==> src/hdl/sti_pkg.sv <==
package sti_pkg;

    localparam int CAPACITY   = 16;
    localparam int DATA_WIDTH = 32;

    localparam int OPCODE_W = 2;
    localparam int STATUS_W = 2;
    localparam int INDEX_W  = $clog2(CAPACITY);
    localparam int COUNT_W  = $clog2(CAPACITY + 1);

    typedef enum logic [OPCODE_W-1:0] {
        OP_INSERT = 2'd0,
        OP_DELETE = 2'd1,
        OP_READ   = 2'd2
    } op_t;

    typedef enum logic [STATUS_W-1:0] {
        ST_OK        = 2'd0,
        ST_NOT_FOUND = 2'd1,
        ST_FULL      = 2'd2,
        ST_BAD_INDEX = 2'd3
    } status_t;

    // Commands from the controller to the datapath.
    typedef struct packed {
        logic load;
        logic exec;
    } ctl_cmd_t;

endpackage

==> src/hdl/sti_cmd_if.sv <==
interface sti_cmd_if;
    logic                                   valid;
    logic                                   ready;
    logic        [sti_pkg::OPCODE_W-1:0]    opcode;
    logic signed [sti_pkg::DATA_WIDTH-1:0]  value;
    logic        [sti_pkg::INDEX_W-1:0]     index;

    modport source (output valid, output opcode, output value, output index, input ready);
    modport sink   (input valid, input opcode, input value, input index, output ready);
endinterface

==> src/hdl/sti_rsp_if.sv <==
interface sti_rsp_if;
    logic                                   valid;
    logic                                   ready;
    logic        [sti_pkg::STATUS_W-1:0]    status;
    logic signed [sti_pkg::DATA_WIDTH-1:0]  read_value;
    logic        [sti_pkg::COUNT_W-1:0]     count;

    modport source (output valid, output status, output read_value, output count, input ready);
    modport sink   (input valid, input status, input read_value, input count, output ready);
endinterface

==> src/hdl/sorted_table_insert_delete.sv <==
// Channel  Role    Payload                          Beat taken when
// cmd      sink    opcode, value, index             cmd.valid && cmd.ready
// rsp      source  status, read_value, count        rsp.valid && rsp.ready
//
// Each command is first registered, and then all sixteen compare-and-shift
// cells update the table together.
// A result waits in the output register; the next command is accepted while
// it waits, and is executed once that result beat leaves.
// Reset empties the table at once; there is no clearing pass.
module sorted_table_insert_delete
(
    input  logic      clk,
    input  logic      rst_n,
    sti_cmd_if.sink   cmd,
    sti_rsp_if.source rsp
);

    sti_pkg::ctl_cmd_t ctl;

    sti_ctrl u_ctrl
    (
        .clk       (clk),
        .rst_n     (rst_n),
        .cmd_valid (cmd.valid),
        .cmd_ready (cmd.ready),
        .rsp_ready (rsp.ready),
        .rsp_valid (rsp.valid),
        .ctl       (ctl)
    );

    sti_dp u_dp
    (
        .clk        (clk),
        .rst_n      (rst_n),
        .ctl        (ctl),
        .opcode     (cmd.opcode),
        .value      (cmd.value),
        .index      (cmd.index),
        .status     (rsp.status),
        .read_value (rsp.read_value),
        .count      (rsp.count)
    );

endmodule

==> src/hdl/sti_ctrl.sv <==
module sti_ctrl
(
    input  logic              clk,
    input  logic              rst_n,
    input  logic              cmd_valid,
    output logic              cmd_ready,
    input  logic              rsp_ready,
    output logic              rsp_valid,
    output sti_pkg::ctl_cmd_t ctl
);

    typedef enum logic [1:0] {
        S_IDLE = 2'b01,
        S_EXEC = 2'b10
    } state_t;

    state_t state_reg;
    state_t state_next;
    logic   rsp_valid_reg;
    logic   rsp_valid_next;
    logic   out_free;

    assign cmd_ready = (state_reg == S_IDLE);
    assign rsp_valid = rsp_valid_reg;

    // The result register may be refilled in the same cycle its beat leaves.
    assign out_free = !rsp_valid_reg || rsp_ready;

    assign ctl.load = cmd_valid && cmd_ready;
    assign ctl.exec = (state_reg == S_EXEC) && out_free;

    always_comb
    begin
        state_next = state_reg;
        unique case (state_reg)
            S_IDLE:
            begin
                if (cmd_valid)
                begin
                    state_next = S_EXEC;
                end
            end
            S_EXEC:
            begin
                if (out_free)
                begin
                    state_next = S_IDLE;
                end
            end
            default:
            begin
                state_next = S_IDLE;
            end
        endcase
    end

    always_comb
    begin
        rsp_valid_next = rsp_valid_reg;
        if (ctl.exec)
        begin
            rsp_valid_next = 1'b1;
        end
        else if (rsp_ready)
        begin
            rsp_valid_next = 1'b0;
        end
    end

    always_ff @(posedge clk or negedge rst_n)
    begin
        if (!rst_n)
        begin
            state_reg     <= S_IDLE;
            rsp_valid_reg <= 1'b0;
        end
        else
        begin
            state_reg     <= state_next;
            rsp_valid_reg <= rsp_valid_next;
        end
    end

endmodule

==> src/hdl/sti_dp.sv <==
module sti_dp
(
    input  logic                                  clk,
    input  logic                                  rst_n,
    input  sti_pkg::ctl_cmd_t                     ctl,
    input  logic        [sti_pkg::OPCODE_W-1:0]   opcode,
    input  logic signed [sti_pkg::DATA_WIDTH-1:0] value,
    input  logic        [sti_pkg::INDEX_W-1:0]    index,
    output logic        [sti_pkg::STATUS_W-1:0]   status,
    output logic signed [sti_pkg::DATA_WIDTH-1:0] read_value,
    output logic        [sti_pkg::COUNT_W-1:0]    count
);

    localparam int N = sti_pkg::CAPACITY;

    logic        [sti_pkg::OPCODE_W-1:0]   op_reg;
    logic signed [sti_pkg::DATA_WIDTH-1:0] value_reg;
    logic        [sti_pkg::INDEX_W-1:0]    index_reg;

    logic signed [sti_pkg::DATA_WIDTH-1:0] entries_reg [N];
    logic        [sti_pkg::COUNT_W-1:0]    count_reg;
    logic        [sti_pkg::COUNT_W-1:0]    count_next;

    logic        [sti_pkg::STATUS_W-1:0]   status_reg;
    logic        [sti_pkg::STATUS_W-1:0]   status_next;
    logic signed [sti_pkg::DATA_WIDTH-1:0] read_value_reg;
    logic signed [sti_pkg::DATA_WIDTH-1:0] read_value_next;

    logic [N-1:0] lt;
    logic [N-1:0] eq;
    logic [N-1:0] up_lt;
    logic signed [sti_pkg::DATA_WIDTH-1:0] up_e   [N];
    logic signed [sti_pkg::DATA_WIDTH-1:0] down_e [N];
    logic signed [sti_pkg::DATA_WIDTH-1:0] ins_e  [N];
    logic signed [sti_pkg::DATA_WIDTH-1:0] del_e  [N];

    logic full;
    logic found;
    logic do_insert;
    logic do_delete;

    // Each cell compares its own entry against the operand; only cells below
    // the fill count take part. The table is sorted, so lt is a prefix.
    genvar g;
    generate
        for (g = 0; g < N; g++)
        begin : g_cell
            logic in_use;
            assign in_use = (sti_pkg::COUNT_W'(g) < count_reg);
            assign lt[g]  = in_use && (entries_reg[g] < value_reg);
            assign eq[g]  = in_use && (entries_reg[g] == value_reg);

            if (g == 0)
            begin : g_first
                assign up_lt[g] = 1'b1;
                assign up_e[g]  = value_reg;
            end
            else
            begin : g_rest
                assign up_lt[g] = lt[g-1];
                assign up_e[g]  = entries_reg[g-1];
            end

            if (g == N - 1)
            begin : g_last
                assign down_e[g] = entries_reg[g];
            end
            else
            begin : g_inner
                assign down_e[g] = entries_reg[g+1];
            end

            // Insert: keep smaller entries, drop the operand at the first
            // cell that is not smaller, shift the rest up by one.
            assign ins_e[g] = lt[g] ? entries_reg[g] : (up_lt[g] ? value_reg : up_e[g]);
            // Delete: the first equal entry sits right after the smaller ones.
            assign del_e[g] = lt[g] ? entries_reg[g] : down_e[g];
        end
    endgenerate

    assign full  = (count_reg == sti_pkg::COUNT_W'(N));
    assign found = |eq;

    always_comb
    begin
        status_next     = sti_pkg::ST_OK;
        read_value_next = '0;
        count_next      = count_reg;
        do_insert       = 1'b0;
        do_delete       = 1'b0;
        unique case (op_reg)
            sti_pkg::OP_INSERT:
            begin
                if (full)
                begin
                    status_next = sti_pkg::ST_FULL;
                end
                else
                begin
                    do_insert  = 1'b1;
                    count_next = count_reg + sti_pkg::COUNT_W'(1);
                end
            end
            sti_pkg::OP_DELETE:
            begin
                if (!found)
                begin
                    status_next = sti_pkg::ST_NOT_FOUND;
                end
                else
                begin
                    do_delete  = 1'b1;
                    count_next = count_reg - sti_pkg::COUNT_W'(1);
                end
            end
            sti_pkg::OP_READ:
            begin
                if (sti_pkg::COUNT_W'(index_reg) >= count_reg)
                begin
                    status_next = sti_pkg::ST_BAD_INDEX;
                end
                else
                begin
                    read_value_next = entries_reg[index_reg];
                end
            end
            default:
            begin
                status_next = sti_pkg::ST_OK;
            end
        endcase
    end

    always_ff @(posedge clk)
    begin
        if (ctl.load)
        begin
            op_reg    <= opcode;
            value_reg <= value;
            index_reg <= index;
        end
        if (ctl.exec)
        begin
            status_reg     <= status_next;
            read_value_reg <= read_value_next;
            for (int i = 0; i < N; i++)
            begin
                if (do_insert)
                begin
                    entries_reg[i] <= ins_e[i];
                end
                else if (do_delete)
                begin
                    entries_reg[i] <= del_e[i];
                end
            end
        end
    end

    always_ff @(posedge clk or negedge rst_n)
    begin
        if (!rst_n)
        begin
            count_reg <= '0;
        end
        else if (ctl.exec)
        begin
            count_reg <= count_next;
        end
    end

    assign status     = status_reg;
    assign read_value = read_value_reg;
    assign count      = count_reg;

endmodule

==> src/flat_wrapper.sv <==
// flat-port wrapper written by rule: the top's interface ports become plain ports
module sorted_table_insert_delete_flat 
  (clk, rst_n, cmd_valid, cmd_opcode, cmd_value, cmd_index, cmd_ready, rsp_valid, rsp_status, rsp_read_value, rsp_count, rsp_ready);
  sti_cmd_if cmd_i ();
  sti_rsp_if rsp_i ();
  input  logic clk;
  input  logic rst_n;
  input wire logic [$bits(cmd_i.valid)-1:0] cmd_valid;
  input wire logic [$bits(cmd_i.opcode)-1:0] cmd_opcode;
  input wire logic [$bits(cmd_i.value)-1:0] cmd_value;
  input wire logic [$bits(cmd_i.index)-1:0] cmd_index;
  output wire logic [$bits(cmd_i.ready)-1:0] cmd_ready;
  output wire logic [$bits(rsp_i.valid)-1:0] rsp_valid;
  output wire logic [$bits(rsp_i.status)-1:0] rsp_status;
  output wire logic [$bits(rsp_i.read_value)-1:0] rsp_read_value;
  output wire logic [$bits(rsp_i.count)-1:0] rsp_count;
  input wire logic [$bits(rsp_i.ready)-1:0] rsp_ready;
  assign cmd_i.valid = cmd_valid;
  assign cmd_i.opcode = cmd_opcode;
  assign cmd_i.value = cmd_value;
  assign cmd_i.index = cmd_index;
  assign cmd_ready = cmd_i.ready;
  assign rsp_valid = rsp_i.valid;
  assign rsp_status = rsp_i.status;
  assign rsp_read_value = rsp_i.read_value;
  assign rsp_count = rsp_i.count;
  assign rsp_i.ready = rsp_ready;
  sorted_table_insert_delete u_core (.clk(clk), .rst_n(rst_n), .cmd(cmd_i), .rsp(rsp_i));
endmodule
==> config.mk <==
export PLATFORM = sky130hd
export DESIGN_NAME = sorted_table_insert_delete_flat
export DESIGN_NICKNAME = d
export VERILOG_FILES = /design/src/hdl/sti_pkg.sv /design/src/hdl/sti_cmd_if.sv /design/src/hdl/sti_rsp_if.sv /design/src/hdl/sorted_table_insert_delete.sv /design/src/hdl/sti_ctrl.sv /design/src/hdl/sti_dp.sv /design/src/flat_wrapper.sv
export SDC_FILE = /design/constraint.sdc
export NUM_CORES = 2
export LEC_CHECK = 0
export ABC_AREA = 0
export ABC_CLOCK_PERIOD_IN_PS = 6350
export BUFFER_PORTS_ARGS = -buffer_cell sky130_fd_sc_hd__clkbuf_2
export CORE_UTILIZATION = 63
export CTS_BUF_LIST = sky130_fd_sc_hd__clkbuf_2
export CTS_CLUSTER_DIAMETER = 200
export DETAILED_ROUTE_END_ITERATION = 6
export PLACE_DENSITY = 0.8
export SYNTH_ARGS = -nofsm -noshare
export SYNTH_HDL_FRONTEND = slang
export SYNTH_SLANG_ARGS = --single-unit
==> constraint.sdc <==
create_clock -name clk -period 6.35 [get_ports clk]
set_input_delay 0.9525 -clock clk [delete_from_list [all_inputs] [get_ports clk]]
set_output_delay 0.9525 -clock clk [all_outputs]
set_load 0.01 [all_outputs]
* After elaboration in Yosys (flattened, before gate mapping) *
Memories as Yosys holds them, arrays and structs flattened. A register that Yosys moved wholly into a read port is not among the register bits.
Cells that the tools add are included.
W data, S select, Z words.

word-level totals
  memories kept = 1
  register bits after elaboration = 48
  output and inout port bits = 41
  word-level logic and storage cells = 213
  bits of input ports = 42
  RAM bits = 512

memory list
  memory                   depth  width  rd ports  clocked after Yosys merged registers in  wr ports  line          source
  u_core.u_dp.entries_reg  16     32     17        1                                        16        sti_dp.sv:20  logic signed [sti_pkg::DATA_WIDTH-1:0] entries_reg [N];

cells by class
  $lt $le $gt $ge = 33
  add/sub/neg operators = 2
  equal/unequal tests = 25
  bitwise logic cells = 17
  multiplexer cells = 85
  reduce and logical (&&, ||, !) cells = 43

operators with widths
  operator               number
  $mux W32               62
  $eq A32 B32 Y1         16
  $lt A32 B32 Y1         16
  $lt A4 B5 Y1 const A   8
  $logic_and A1 B1 Y1    34
  $lt A3 B5 Y1 const A   4
  $or A1 B1 Y1           16
  $reduce_or A16 Y1      1
  $mux W1                14
  $lt A1 B5 Y1 const A   2
  $lt A2 B5 Y1 const A   2
  $mux W5                2
  $pmux W5 S2            1
  $mux W2                4
  $ne A2 B2 Y1 const B   4
  $pmux W2 S3            1
  $add A5 B1 Y5 const B  1
  $eq A5 B5 Y1 const B   1
  $ge A4 B5 Y1           1
  $sub A5 B1 Y5 const B  1
  $eq A2 B1 Y1 const B   2
  $eq A2 B2 Y1 const B   2
  $pmux W2 S2            1
  $reduce_and A4 Y1      1
  other kinds (7)        8

* Logic depth before layout (Yosys ltp) *
An unclocked memory read counts as a cell.

  depth after elaboration = 11
  mapped depth = 14
  mapped depth without buffers = 10

* Cells and area by module *
A second synthesis with hierarchy kept.

second synthesis, totals
  cells, all modules = 4,308
  area total of the unflattened synthesis = 45,849.0 sq um

modules (own cells, without submodules)
  module    cells each  seq. area each (sq um)  area each (sq um)  instances
  sti_dp    4,296       17,661.9                45,711.3           1
  sti_ctrl  12          76.3                    137.6              1

* Least setup slack after synthesis *
OpenSTA, ideal clock, no wires.

  path kind = input to register
  start = input rsp_ready
  end = memory u_core.u_dp.entries_reg[12][0] (netlist bit) (enable)
  data arrival time = 5,320 ps
  setup slack = 569 ps
  stages = 7
  data required time = 5,889 ps
  buffers on the path = 2
  setup time = 461 ps
  path through = nand2b_1 -> nor2b_1 -> clkbuf_1 -> nand3_1 -> and2_1 -> buf_4 -> nor3_1

RTL lines
  element      line                source
  from (decl)  flat_wrapper.sv:17  input wire logic [$bits(rsp_i.ready)-1:0] rsp_ready;
  to (decl)    sti_dp.sv:20

==> results_dict.tcl <==
set metrics [dict create \
    outcome "finished with violations" \
    violations "design-rule violations" \
    ys.flop_type "edfxtp_1" \
    worstReg2RegStart "u_core.u_dp.value_reg[22]" \
    dp_slack_ns 0.9364 \
    crit_start "u_core.u_dp.value_reg[22]" \
    grt_util_met2_pct 67.04 \
    post-cts-setup-buffers 0 \
    synth_area_leaders "edfxtp_1 (40%), ha_1 (15%), mux2i_1 (9.5%), mux4_2 (8.1%), a21oi_1 (7.7%)" \
    grtUsageTotal_pct 48.13 \
    ir_drop_v 0.0001979 \
    use_met3_pct 15.67 \
    synth_top_area_cell "edfxtp_1" \
    ys_seq_elements 592 \
    yosysUniqueCellTypes 83 \
    finClkSkew_ns 0.1291 \
    detail_route.first_pass.iterations 7 \
    seqPwrFrac_pct 47.7 \
    ant_nets 0 \
    final_nets 4705 \
    async_flop_share_pct 1.351 \
    synth_edf_count 584 \
    route.vias.total 38090 \
    drt_iter0_drc 6984 \
    synth_area_mm2 0.04422 \
    power_frac_clock_pct 28.6 \
    p_leak_uw 0.01925 \
    maxCapViolCount 0 \
    clkSinkCount 592 \
    port_buffers 82 \
    synth_cells 4009 \
    period_share_pct 93.93 \
    clkLatencyLatePin_ns 1.40 \
    tritoncts "built" \
    worst_slack_ns 0.3854 \
    tightestPinTransition_ns 1.370 \
    clockBufferDepth 3 \
    io_pins 83 \
    yosysSeqAreaShare_pct 40.11 \
    cp_top_family "simple AND/OR/NAND/NOR gates" \
    area_growth_syn_to_layout_pct 7.360 \
    slew_violations 0 \
    syn_area_per_cell_um2 11.03 \
    place_inst 4875 \
    hold_violations 0 \
    die_w_um 266.9 \
    die_area_mm2 0.07125 \
    setup_violations 0 \
    cp-end-kind "register" \
    comb_power_share_pct 23.7 \
    use_met1_pct 65.17 \
    grt_max_degree 185 \
    totalWireLength_mm 171.1 \
    rows 96 \
    p_switching_uw 3304 \
    hpwl_mm 117.5 \
    grt_pass1_wl_mm 243.4 \
    avgRoutedWirePerCell_um 32.97 \
    syn_nets 4571 \
    min_path_type "input pin to async pin" \
    fmax_mhz 167.7 \
    die_h_um 266.9 \
    yosysTopAreaCellShare_pct 39.66 \
    swShare_pct 34.17 \
    gp_congestion 1.096 \
    finalSetupTns_ns 0 \
    overflow 0 \
    start_kind "register" \
    drive_gt1_share_pct 15.89 \
    initial_utilization_pct 64.03 \
    largest_reg_flops 512 \
    vias_per_cell 7.338 \
    critPathMaxStageDelay_ns 1.19 \
    intPower_uw 6365 \
    h-tree-depth 4 \
    drcViolationCount 1 \
    grt_pass1_vias 35070 \
    instances_no_fill 5190 \
    fin_crit_ns 5.965 \
    cts.reportedPaths.clkPinSlew_ns 0.10 \
    antenna_found_initial 7 \
    path_cells "inv_1 -> ha_1 -> nand4_1 -> nor4_1 -> nand4_1 -> o2111ai_1 -> or3_1 -> o211ai_4 -> and2_1 -> buf_4 -> nor2_4 -> buf_4" \
    critical_path_class "register to register" \
    max-slew-margin-rel_pct 7.839 \
    powerDensity_mw_per_mm2 203.7 \
    rsz0062_at_grt "false" \
    cts-buffers-inserted 156 \
    grt_busiest_layer "met2" \
    ff2ff_setup_slack_ns 0.39 \
    yosys_warnings 0 \
    slowest_stage "nor4_1" \
    cp.required_ns 7.28 \
    root_buffer "clkbuf_2" \
    critical_path_arrival_ns 6.90 \
    worst-path-buf-inv 3 \
    core_area_mm2 0.06907 \
    worstPathMaxFanout 23 \
]
## metrics by stage
step	utilization, %	area (µm²)	hold WS, ns	power (µW)
final	68.74	47470	0.1423	9669
after global routing	68.73	47470	0.1402	9943
after CTS	68.72	47460	0.02808	9555
after detailed placement	66.13	45680	0.5284	6861
after global placement	66.11	45660	0.5020	6807
after floorplan	-	44220	0.4927	6119
## worst paths after layout
check	endpoint	depth (start not counted)
setup reg to reg	u_core.u_dp.entries_reg[1][0]	12
setup / recovery	u_core.u_dp.entries_reg[1][0]	12
hold / removal	u_core.u_ctrl.state_reg[0]	2
max in group asynchronous	u_core.u_ctrl.state_reg[1]	3
hold reg to reg	u_core.u_ctrl.rsp_valid	2
min in group clk	u_core.u_dp.value_reg[30]	2
## logic make-up after synthesis
kind of cell	after synthesis	share of synthesized area (%)
multiplexers	645	19.34
adder cells (fa/ha/maj)	520	14.71
XOR/XNOR	5	0.09903
AND/OR/NAND/NOR	1015	10.68
AO/OA/AOI/OAI	923	11.76
flip-flops	592	40.11
buffers and inverters	309	3.305
## cell usage after synthesis (62+ instances only)
library cell  instances
nand2_1              95
edfxtp_1            584
inv_1                76
ha_1                520
mux2i_1             420
mux2_2               62
buf_2                85
clkbuf_1             82
mux4_2              160
nand3_1              76
nor2_1              535
a21oi_1             680
nand4_1             134
## cells in the final DEF, fill, tap and decap left out, drive strengths merged, types with 6 or more instances in the layout
cell,count
o21ai,60
mux2,64
nor3,49
nor2b,54
nand2b,7
nand3,76
nor2,536
nand4,135
o211ai,26
mux2i,421
a211oi,14
clkinv,45
edfxtp,584
a21o,36
mux4,160
ha,520
dfrtp,7
a21boi,17
dlygate4sd3,41
a31oi,10
buf,83
nor4,17
a21oi,681
o31ai,7
a2111oi,7
inv,84
and4,6
o21a,14
a221oi,10
and2,10
o2111ai,6
clkbuf,295
nand2,95
## area by class of cell
type | instances | area, µm²
antenna | 4 | 10.01
inverter | 78 | 292.8
sequential | 592 | 17740
tap | 931 | 1165
clock inverter | 57 | 311.5
timing repair buffer | 207 | 1667
clock buffer | 213 | 1066
multi-input combinational | 3108 | 25220
fill | 5174 | 21590
## what timing repair did
action | in CTS | in global routing
endpoints found under the hold margin | 47 | 0
hold buffers | 41 | 0
gates resized for setup | 0 | 0
## layer usage
layer	share of wire, %	wire [µm]
met4	7.1	12090
met2	41	69800
met5	0.056	95
met1	36	62220
met3	16	26890
## power by group through the flow
stage          registers [µW]  clock network, µW  logic (µW)
2_1_floorplan            4590                  0        1530
3_3_place_gp             4680                  0        2130
3_5_place_dp             4680                  0        2180
4_1_cts                  4590               2760        2210
5_1_grt                  4610               2920        2410
6_report                 4610               2770        2290
Power figures use the tool's default switching activity.
